<file path="config.mk">
export PLATFORM = sky130hd
export DESIGN_NAME = accumulator_cpu_8bit
export DESIGN_NICKNAME = d
export VERILOG_FILES = /design/src/design/acc8_pkg.sv /design/src/design/acc8_ram.sv /design/src/design/acc8_seq.sv /design/src/design/acc8_dp.sv /design/src/design/accumulator_cpu_8bit.sv
export SDC_FILE = /design/constraint.sdc
export NUM_CORES = 2
export LEC_CHECK = 0
export BUFFER_PORTS_ARGS = -buffer_cell sky130_fd_sc_hd__buf_4
export CAP_MARGIN = 20
export CORE_MARGIN = 2
export CORE_UTILIZATION = 57
export CTS_CLUSTER_DIAMETER = 120
export DETAILED_ROUTE_END_ITERATION = 6
export PLACE_DENSITY_LB_ADDON = 0.1
export SLEW_MARGIN = 40
export SYNTH_ARGS = -nofsm -noshare
export SYNTH_HDL_FRONTEND = slang
export SYNTH_SLANG_ARGS = --single-unit
</file>
<file path="constraint.sdc">
create_clock -name clk -period 12.5 [get_ports clk]
set_input_delay 0.625 -clock clk [delete_from_list [all_inputs] [get_ports clk]]
set_output_delay 0.625 -clock clk [all_outputs]
set_load 0.01 [all_outputs]
</file>
<file path="src/design/acc8_pkg.sv">
// Shared types, codes and the microcode table of the accumulator CPU.
package acc8_pkg;

	typedef enum logic [1:0] {
		CMD_WR = 2'd0,
		CMD_RD = 2'd1,
		CMD_EX = 2'd2
	} cmd_t;

	localparam logic [7:0] OP_NOP = 8'd0;
	localparam logic [7:0] OP_STA = 8'd16;
	localparam logic [7:0] OP_LDA = 8'd32;
	localparam logic [7:0] OP_ADD = 8'd48;
	localparam logic [7:0] OP_OR  = 8'd64;
	localparam logic [7:0] OP_AND = 8'd80;
	localparam logic [7:0] OP_NOT = 8'd96;
	localparam logic [7:0] OP_JMP = 8'd128;
	localparam logic [7:0] OP_JN  = 8'd144;
	localparam logic [7:0] OP_JZ  = 8'd160;
	localparam logic [7:0] OP_HLT = 8'd240;

	typedef enum logic [2:0] {
		ST_IDLE = 3'd0,
		ST_DISP = 3'd1,
		ST_RDWR = 3'd2,
		ST_FOP  = 3'd3,
		ST_FARG = 3'd4,
		ST_FVAL = 3'd5,
		ST_EXEC = 3'd6
	} step_t;

	// memory address source
	typedef enum logic [2:0] {
		AM_IN    = 3'd0,
		AM_PC    = 3'd1,
		AM_PC1   = 3'd2,
		AM_RDATA = 3'd3,
		AM_ARG   = 3'd4
	} amux_t;

	typedef enum logic [1:0] {
		JC_NEVER  = 2'd0,
		JC_ALWAYS = 2'd1,
		JC_NOACC  = 2'd2,
		JC_EX     = 2'd3
	} jc_t;

	typedef struct packed {
		logic  ready;
		amux_t amux;
		logic  we_in;
		logic  ld_ir;
		logic  ld_arg;
		logic  ld_rd;
		logic  exec;
		logic  emit;
		jc_t   jc;
		step_t target;
	} ucw_t;

	typedef struct packed {
		logic in_valid;
		logic out_busy;
		logic cmd_ex;
	} seq_stat_t;

	typedef struct packed {
		logic       bad_opcode;
		logic       halted;
		logic       zero_flag;
		logic       neg_flag;
		logic [7:0] accum;
		logic [7:0] prog_counter;
		logic [7:0] rd_data;
	} res_t;

	function automatic ucw_t ucode(step_t s);
		ucw_t w;
		w = '{ready: 1'b0, amux: AM_IN, we_in: 1'b0, ld_ir: 1'b0, ld_arg: 1'b0,
			ld_rd: 1'b0, exec: 1'b0, emit: 1'b0, jc: JC_NEVER, target: ST_IDLE};
		case (s)
			ST_IDLE: begin
				w.ready  = 1'b1;
				w.jc     = JC_NOACC;
				w.target = ST_IDLE;
			end
			ST_DISP: begin
				w.amux   = AM_IN;
				w.we_in  = 1'b1;
				w.jc     = JC_EX;
				w.target = ST_FOP;
			end
			ST_RDWR: begin
				w.amux   = AM_IN;
				w.ld_rd  = 1'b1;
				w.emit   = 1'b1;
				w.jc     = JC_ALWAYS;
				w.target = ST_IDLE;
			end
			ST_FOP: begin
				w.amux = AM_PC;
			end
			ST_FARG: begin
				w.amux  = AM_PC1;
				w.ld_ir = 1'b1;
			end
			ST_FVAL: begin
				w.amux   = AM_RDATA;
				w.ld_arg = 1'b1;
			end
			ST_EXEC: begin
				w.amux   = AM_ARG;
				w.exec   = 1'b1;
				w.emit   = 1'b1;
				w.jc     = JC_ALWAYS;
				w.target = ST_IDLE;
			end
			default: begin
				w.jc     = JC_ALWAYS;
				w.target = ST_IDLE;
			end
		endcase
		return w;
	endfunction

endpackage

</file>
<file path="src/design/acc8_ram.sv">
// 256 x 8 single-port main memory with registered read.
module acc8_ram (
	input  logic       clk,
	input  logic       we,
	input  logic [7:0] addr,
	input  logic [7:0] wdata,
	output logic [7:0] rdata
);
	logic [7:0] mem_q [256];
	logic [7:0] rdata_q;

	always_ff @(posedge clk) begin
		if (we) begin
			mem_q[addr] <= wdata;
		end
		rdata_q <= mem_q[addr];
	end

	assign rdata = rdata_q;
endmodule

</file>
<file path="src/design/acc8_seq.sv">
// Microcode sequencer: step counter, control store lookup and jumps.
module acc8_seq (
	input  logic                 clk,
	input  logic                 arst_n,
	input  acc8_pkg::seq_stat_t  stat,
	output acc8_pkg::ucw_t       ctl,
	output logic                 go
);
	import acc8_pkg::*;

	step_t step_q;
	step_t step_d;
	logic  take;

	always_ff @(posedge clk or negedge arst_n) begin
		if (!arst_n) begin
			step_q <= ST_IDLE;
		end else begin
			step_q <= step_d;
		end
	end

	always_comb begin
		ctl = ucode(step_q);
		// hold the emitting step while the result register is still full
		go  = !(ctl.emit && stat.out_busy);
		case (ctl.jc)
			JC_ALWAYS: take = 1'b1;
			JC_NOACC:  take = !stat.in_valid;
			JC_EX:     take = stat.cmd_ex;
			default:   take = 1'b0;
		endcase
		if (!go) begin
			step_d = step_q;
		end else if (take) begin
			step_d = ctl.target;
		end else begin
			step_d = step_t'(3'(step_q + 3'd1));
		end
	end

`ifndef SYNTHESIS
	a_accept_dispatch: assert property (@(posedge clk) disable iff (!arst_n)
		(ctl.ready && stat.in_valid) |=> step_q == ST_DISP)
		else $error("accepted beat did not advance to dispatch");
	a_emit_idle: assert property (@(posedge clk) disable iff (!arst_n)
		(ctl.emit && go) |=> step_q == ST_IDLE)
		else $error("emitted result without returning to idle");
	a_stall_hold: assert property (@(posedge clk) disable iff (!arst_n)
		!go |=> $stable(step_q))
		else $error("step moved during output stall");
`endif
endmodule

</file>
<file path="src/design/acc8_dp.sv">
// Datapath: command latch, PC, AC, flags, instruction and operand registers.
module acc8_dp (
	input  logic            clk,
	input  logic            arst_n,
	input  logic            accept,
	input  logic [1:0]      in_cmd,
	input  logic [7:0]      in_addr,
	input  logic [7:0]      in_wdata,
	input  acc8_pkg::ucw_t  ctl,
	input  logic            go,
	input  logic [7:0]      rdata,
	output logic            ram_we,
	output logic [7:0]      ram_addr,
	output logic [7:0]      ram_wdata,
	output logic            cmd_ex,
	output acc8_pkg::res_t  res
);
	import acc8_pkg::*;

	cmd_t       cmd_q;
	logic [7:0] addr_q;
	logic [7:0] wdata_q;
	logic [7:0] ir_q;
	logic [7:0] arg_q;
	logic [7:0] pc_q;
	logic [7:0] ac_q;
	logic       n_q;
	logic       z_q;

	logic [7:0] pc_d;
	logic [7:0] ac_d;
	logic       n_d;
	logic       z_d;
	logic       upd_flags;
	logic       is_sta;
	logic       halt;
	logic       bad;

	always_ff @(posedge clk) begin
		if (accept) begin
			cmd_q   <= cmd_t'(in_cmd);
			addr_q  <= in_addr;
			wdata_q <= in_wdata;
		end
		if (go && ctl.ld_ir) begin
			ir_q <= rdata;
		end
		if (go && ctl.ld_arg) begin
			arg_q <= rdata;
		end
	end

	always_ff @(posedge clk or negedge arst_n) begin
		if (!arst_n) begin
			pc_q <= '0;
			ac_q <= '0;
			n_q  <= 1'b0;
			z_q  <= 1'b0;
		end else if (go && ctl.exec) begin
			pc_q <= pc_d;
			ac_q <= ac_d;
			n_q  <= n_d;
			z_q  <= z_d;
		end
	end

	// instruction execute; rdata holds the operand value in the execute step
	always_comb begin
		pc_d      = pc_q;
		ac_d      = ac_q;
		upd_flags = 1'b0;
		is_sta    = 1'b0;
		halt      = 1'b0;
		bad       = 1'b0;
		if (ctl.exec) begin
			case (ir_q)
				OP_NOP: pc_d = pc_q + 8'd1;
				OP_STA: begin
					is_sta = 1'b1;
					pc_d   = pc_q + 8'd2;
				end
				OP_LDA: begin
					ac_d      = rdata;
					upd_flags = 1'b1;
					pc_d      = pc_q + 8'd2;
				end
				OP_ADD: begin
					ac_d      = ac_q + rdata;
					upd_flags = 1'b1;
					pc_d      = pc_q + 8'd2;
				end
				OP_OR: begin
					ac_d      = ac_q | rdata;
					upd_flags = 1'b1;
					pc_d      = pc_q + 8'd2;
				end
				OP_AND: begin
					ac_d      = ac_q & rdata;
					upd_flags = 1'b1;
					pc_d      = pc_q + 8'd2;
				end
				OP_NOT: begin
					ac_d      = ~ac_q;
					upd_flags = 1'b1;
					pc_d      = pc_q + 8'd1;
				end
				OP_JMP: pc_d = arg_q;
				OP_JN:  pc_d = n_q ? arg_q : pc_q + 8'd2;
				OP_JZ:  pc_d = z_q ? arg_q : pc_q + 8'd2;
				OP_HLT: halt = 1'b1;
				default: bad = 1'b1;
			endcase
		end
		n_d = upd_flags ? ac_d[7] : n_q;
		z_d = upd_flags ? (ac_d == 8'd0) : z_q;
	end

	always_comb begin
		case (ctl.amux)
			AM_IN:    ram_addr = addr_q;
			AM_PC:    ram_addr = pc_q;
			AM_PC1:   ram_addr = pc_q + 8'd1;
			AM_RDATA: ram_addr = rdata;
			AM_ARG:   ram_addr = arg_q;
			default:  ram_addr = addr_q;
		endcase
		ram_wdata = ctl.exec ? ac_q : wdata_q;
		ram_we    = go && ((ctl.we_in && cmd_q == CMD_WR) || is_sta);
	end

	assign cmd_ex = (cmd_q == CMD_EX);

	always_comb begin
		res.rd_data      = (ctl.ld_rd && cmd_q == CMD_RD) ? rdata : 8'd0;
		res.prog_counter = pc_d;
		res.accum        = ac_d;
		res.neg_flag     = n_d;
		res.zero_flag    = z_d;
		res.halted       = halt;
		res.bad_opcode   = bad;
	end
endmodule

</file>
<file path="src/design/accumulator_cpu_8bit.sv">
// Top level of the 8-bit accumulator CPU.
// An 8-bit accumulator machine with 256 bytes of memory, driven by a
// microcoded sequencer over a single-port memory with registered read. Each
// input beat writes a memory byte, reads one back or executes one
// instruction at the PC, and yields exactly one result beat. Write, read
// and the unused command pass through the accept, dispatch and read/write
// steps; an execute passes through the accept and dispatch steps, then the
// three dependent memory reads (opcode, operand byte, operand value) through
// the one memory port, then the execute step.
// A new beat is accepted in the cycle after the previous result is
// registered, while that result may still wait for the consumer.
module accumulator_cpu_8bit (
	input  logic        clk,
	input  logic        arst_n,
	input  logic        s_axis_tvalid,
	output logic        s_axis_tready,
	// cmd[1:0], addr[9:2], wdata[17:10], zero pad
	input  logic [23:0] s_axis_tdata,
	output logic        m_axis_tvalid,
	input  logic        m_axis_tready,
	// rd_data[7:0], prog_counter[15:8], accum[23:16], neg_flag[24],
	// zero_flag[25], halted[26], bad_opcode[27], zero pad
	output logic [31:0] m_axis_tdata
);
	import acc8_pkg::*;

	ucw_t      ctl;
	seq_stat_t stat;
	res_t      res;
	logic      go;
	logic      accept;
	logic      cmd_ex;
	logic      ram_we;
	logic [7:0] ram_addr;
	logic [7:0] ram_wdata;
	logic [7:0] ram_rdata;
	logic      out_valid_q;
	res_t      out_data_q;

	assign s_axis_tready = ctl.ready;
	assign accept        = s_axis_tvalid && s_axis_tready;

	assign stat.in_valid = s_axis_tvalid;
	assign stat.out_busy = out_valid_q && !m_axis_tready;
	assign stat.cmd_ex   = cmd_ex;

	acc8_seq u_seq (
		.clk    (clk),
		.arst_n (arst_n),
		.stat   (stat),
		.ctl    (ctl),
		.go     (go)
	);

	acc8_dp u_dp (
		.clk       (clk),
		.arst_n    (arst_n),
		.accept    (accept),
		.in_cmd    (s_axis_tdata[1:0]),
		.in_addr   (s_axis_tdata[9:2]),
		.in_wdata  (s_axis_tdata[17:10]),
		.ctl       (ctl),
		.go        (go),
		.rdata     (ram_rdata),
		.ram_we    (ram_we),
		.ram_addr  (ram_addr),
		.ram_wdata (ram_wdata),
		.cmd_ex    (cmd_ex),
		.res       (res)
	);

	acc8_ram u_ram (
		.clk   (clk),
		.we    (ram_we),
		.addr  (ram_addr),
		.wdata (ram_wdata),
		.rdata (ram_rdata)
	);

	always_ff @(posedge clk or negedge arst_n) begin
		if (!arst_n) begin
			out_valid_q <= 1'b0;
		end else if (ctl.emit && go) begin
			out_valid_q <= 1'b1;
		end else if (m_axis_tready) begin
			out_valid_q <= 1'b0;
		end
	end

	always_ff @(posedge clk) begin
		if (ctl.emit && go) begin
			out_data_q <= res;
		end
	end

	assign m_axis_tvalid = out_valid_q;
	assign m_axis_tdata  = {4'b0000, out_data_q};
endmodule

</file>
==> metrics.txt <==
ranking of synthesized cells by area edfxtp_1 75%, mux4_2 13%, nand2_1 1.6%, nor2_1 1.4%, mux2i_1 1.3%; Final Hold Fails 0; most frequent cells in the layout 2110 x edfxtp_1, 485 x mux4_2, 346 x nand2_1; R2R Path Start u_seq.step_q[0]$_DFFE_PN0N_; Slew Viols, Final 0; WL/cell 33.7 um; PostCTS Resize Cnt 0; Clk Latency, worst-skew pair 850 ps; Max Cap Viol 0; flop-to-flop setup slack 6080 ps; IO Port Bufs 51; clock sinks 2140; R2R Path End u_ram.rdata[3]$_DFF_P_; Leakage 29.6 nW; core area 148000 um2; Worst-Margin Slew 1010 ps; Final setup viols 0; critical path required time 13220 ps; number of flops mapped to enable cells by yosys 2110; hold_sp m_axis_tready; Die Footprint 152000 um2; Clock Skews 37.0 ps; Min-Delay Path Depth 3; DIE HEIGHT 390 um; flops & latches, synth 2140; Worst EP arrival 7140 ps; synthesized area per cell 19.4 um2; first-pass GRT wire length 316000 um; root buffer cell clkbuf_16; headroom to the max-slew limit 32.7%; CTS max path bufs 3; largest net degree at the start of global routing 181; Psw 8.17 mW; IR drop worst, VDD 217 uV; Worst-path clk slew 60 ps; Via density 6.69; crit path kind reg -> reg; Pre-Repair DR Iteration Count 6; Tcrit/Tclk final 51.4%; vias in the first global route 43000; Hold Path Sink m_axis_tvalid$_DFFE_PN0P_; reg2reg path depth 13; Final min period 6420 ps; YS warnings 0; Unique masters post-synth 83; DP HPWL 134000 um; Sw Ratio 35.8%; largest fanout on the critical path 82; clock power share 25.8%; via count 44100; Min-Delay Path Class in -> reg; PwrDens 242 nW/um2; antenna viol nets, final 0; top cell type's share of synthesized area 74.8%; Logic pwr share 36.6%; IO Count 62; crit end category register; die width 390 um; Syn Inst Count 4361; Synth area leader edfxtp_1; TritonCTS Buffers 209; All-Layer GR Usage 29.6%; status complete, no violations; CTS tree yes; final weighted congestion in routability-driven placement 0.879; number of core rows 141; initial antenna violation count 9; Synth async-reset ratio 1.03%; P&R area growth vs syn 11.2%; sequential fraction of the synthesis area 75.6%; initial core utilization 57.4%; critical path launch point type register; GRT Residual Overflow 0; Post-CTS Hold Buffers 19; Internal Power 14.6 mW; setup bufs post-CTS 0; most common library cell in the layout ignoring fill and taps edfxtp_1; Starting DRT DRC Count 6141; dominant synthesized flop cell edfxtp_1; final core occ 63.8%; share of power burned in registers 37.6%; nets 4547; layout cells sized above 1 23.6%; Fmax 0.156 GHz; Worst Hold Slack 183 ps; DRC violations left 0; post-synthesis cell area 84800 um2; Routed WL 222000 um; H-tree level count 4; unrepaired setup endpoints after global routing no
==> metrics by stage <==
step           total power [mW]  cell area (um2)  instances  setup WS [ps]   TNS, ps
2_1_floorplan              14.2            84800       4364           -833  -1706750
3_3_place_gp               16.8            87200       6192           6020         0
3_5_place_dp               16.9            87400       6196           6130         0
4_1_cts                    22.7            93900       6584           6100         0
5_1_grt                    23.4            94300       6588           5770         0
6_report                   22.8            94300       6591           6080         0
==> power groups by stage <==
stage	Combinational (mW)	Clock [mW]	Sequential (mW)
final	8.35	5.88	8.57
after global routing	8.64	6.21	8.57
after CTS	8.21	5.94	8.57
after detailed placement	8.19	0	8.72
after global placement	8.08	0	8.72
after floorplan	5.16	0	9.02
==> how the worst max path moves through the flow <==
stage	startpoint	endpoint	slack [ps]	depth (start not counted)
4_1_cts	u_seq.step_q[2]$_DFFE_PN0N_	u_ram.rdata[3]$_DFF_P_	6100	13
2_1_floorplan	u_seq.step_q[2]$_DFFE_PN0N_	u_ram.mem_q[0][0]$_DFFE_PP_	-830	6
6_report	u_seq.step_q[0]$_DFFE_PN0N_	u_ram.rdata[3]$_DFF_P_	6080	13
3_3_place_gp	u_seq.step_q[1]$_DFFE_PN0N_	u_ram.rdata[3]$_DFF_P_	6020	13
5_1_grt	u_seq.step_q[0]$_DFFE_PN0N_	u_ram.rdata[3]$_DFF_P_	5770	13
3_5_place_dp	u_seq.step_q[0]$_DFFE_PN0N_	u_ram.rdata[3]$_DFF_P_	6130	13
==> state kept, by name, indices dropped and copies added, names as in the netlist <==
register / flops
u_dp.n_q: 1
u_dp.cmd_q: 2
u_dp.arg_q: 8
u_dp.z_q: 1
u_dp.wdata_q: 8
u_seq.step_q: 3
u_dp.ac_q: 8
u_dp.ir_q: 8
u_ram.rdata: 8
u_ram.mem_q: 2048
m_axis_tvalid: 1
u_dp.addr_q: 8
u_dp.pc_q: 8
m_axis_tdata: 28
==> cells in the mapped netlist (10+ instances only) <==
cell,n
edfxtp_1,2110
mux4_2,485
nand2_1,358
nor2_1,323
mux2i_1,113
clkbuf_1,98
buf_2,80
nand3_1,70
a21oi_1,68
nor3_1,63
o21ai_0,61
buf_6,32
buf_4,29
a221oi_1,28
a22oi_1,28
inv_1,28
and3_1,26
nand4_1,25
dfrtp_1,22
a32oi_1,21
buf_1,20
ha_1,18
a31oi_1,17
o22ai_1,16
a22o_1,15
and2_1,12
nand2b_1,12
nor4_1,12
a311oi_1,10
nor2b_1,10
==> kinds of logic (layout without fill, tap and decap cells) <==
group           after synthesis  count (layout)  share of synthesized area [%]
flops                      2140            2140                           75.6
simple gates                946             946                           4.88
mux                         601             601                           14.3
compound gates              347             347                           2.90
buf+inv                     293             587                           1.91
fa+ha+maj                    20              20                          0.301
xor+xnor                     13              13                          0.143
other cells                   1               7                        0.00442
==> critical path, stage by stage, from the launching register on <==
cell,delay [ps]
dfrtp_1,870
nand2_1,370
or3_4,450
o2111ai_4,110
buf_12,430
buf_12,550
buf_4,630
mux4_2,630
a22o_1,220
a221oi_1,570
o32ai_1,190
nor3_1,680
o2111a_1,280
o211ai_1,80
==> per-layer routing <==
layer  up-vias  track usage [%]  part of all wire (%)
li1      18000                -                     -
met1     23000             43.3                    39
met2      2582             44.4                    46
met3       474             6.30                    11
met4         4             11.3                   4.4
met5         -            0.670                 0.071
==> cell type report <==
cell class | count | area, um2
antenna | 3 | 7.51
clock buffer | 265 | 5520
clock inverter | 104 | 763
fill | 10000 | 53400
inverter | 29 | 109
multi-input combinational | 1931 | 19600
sequential | 2140 | 64100
tap | 1930 | 2410
timing repair buffer | 189 | 1770
No activity file was read; power rests on OpenSTA's default activity.
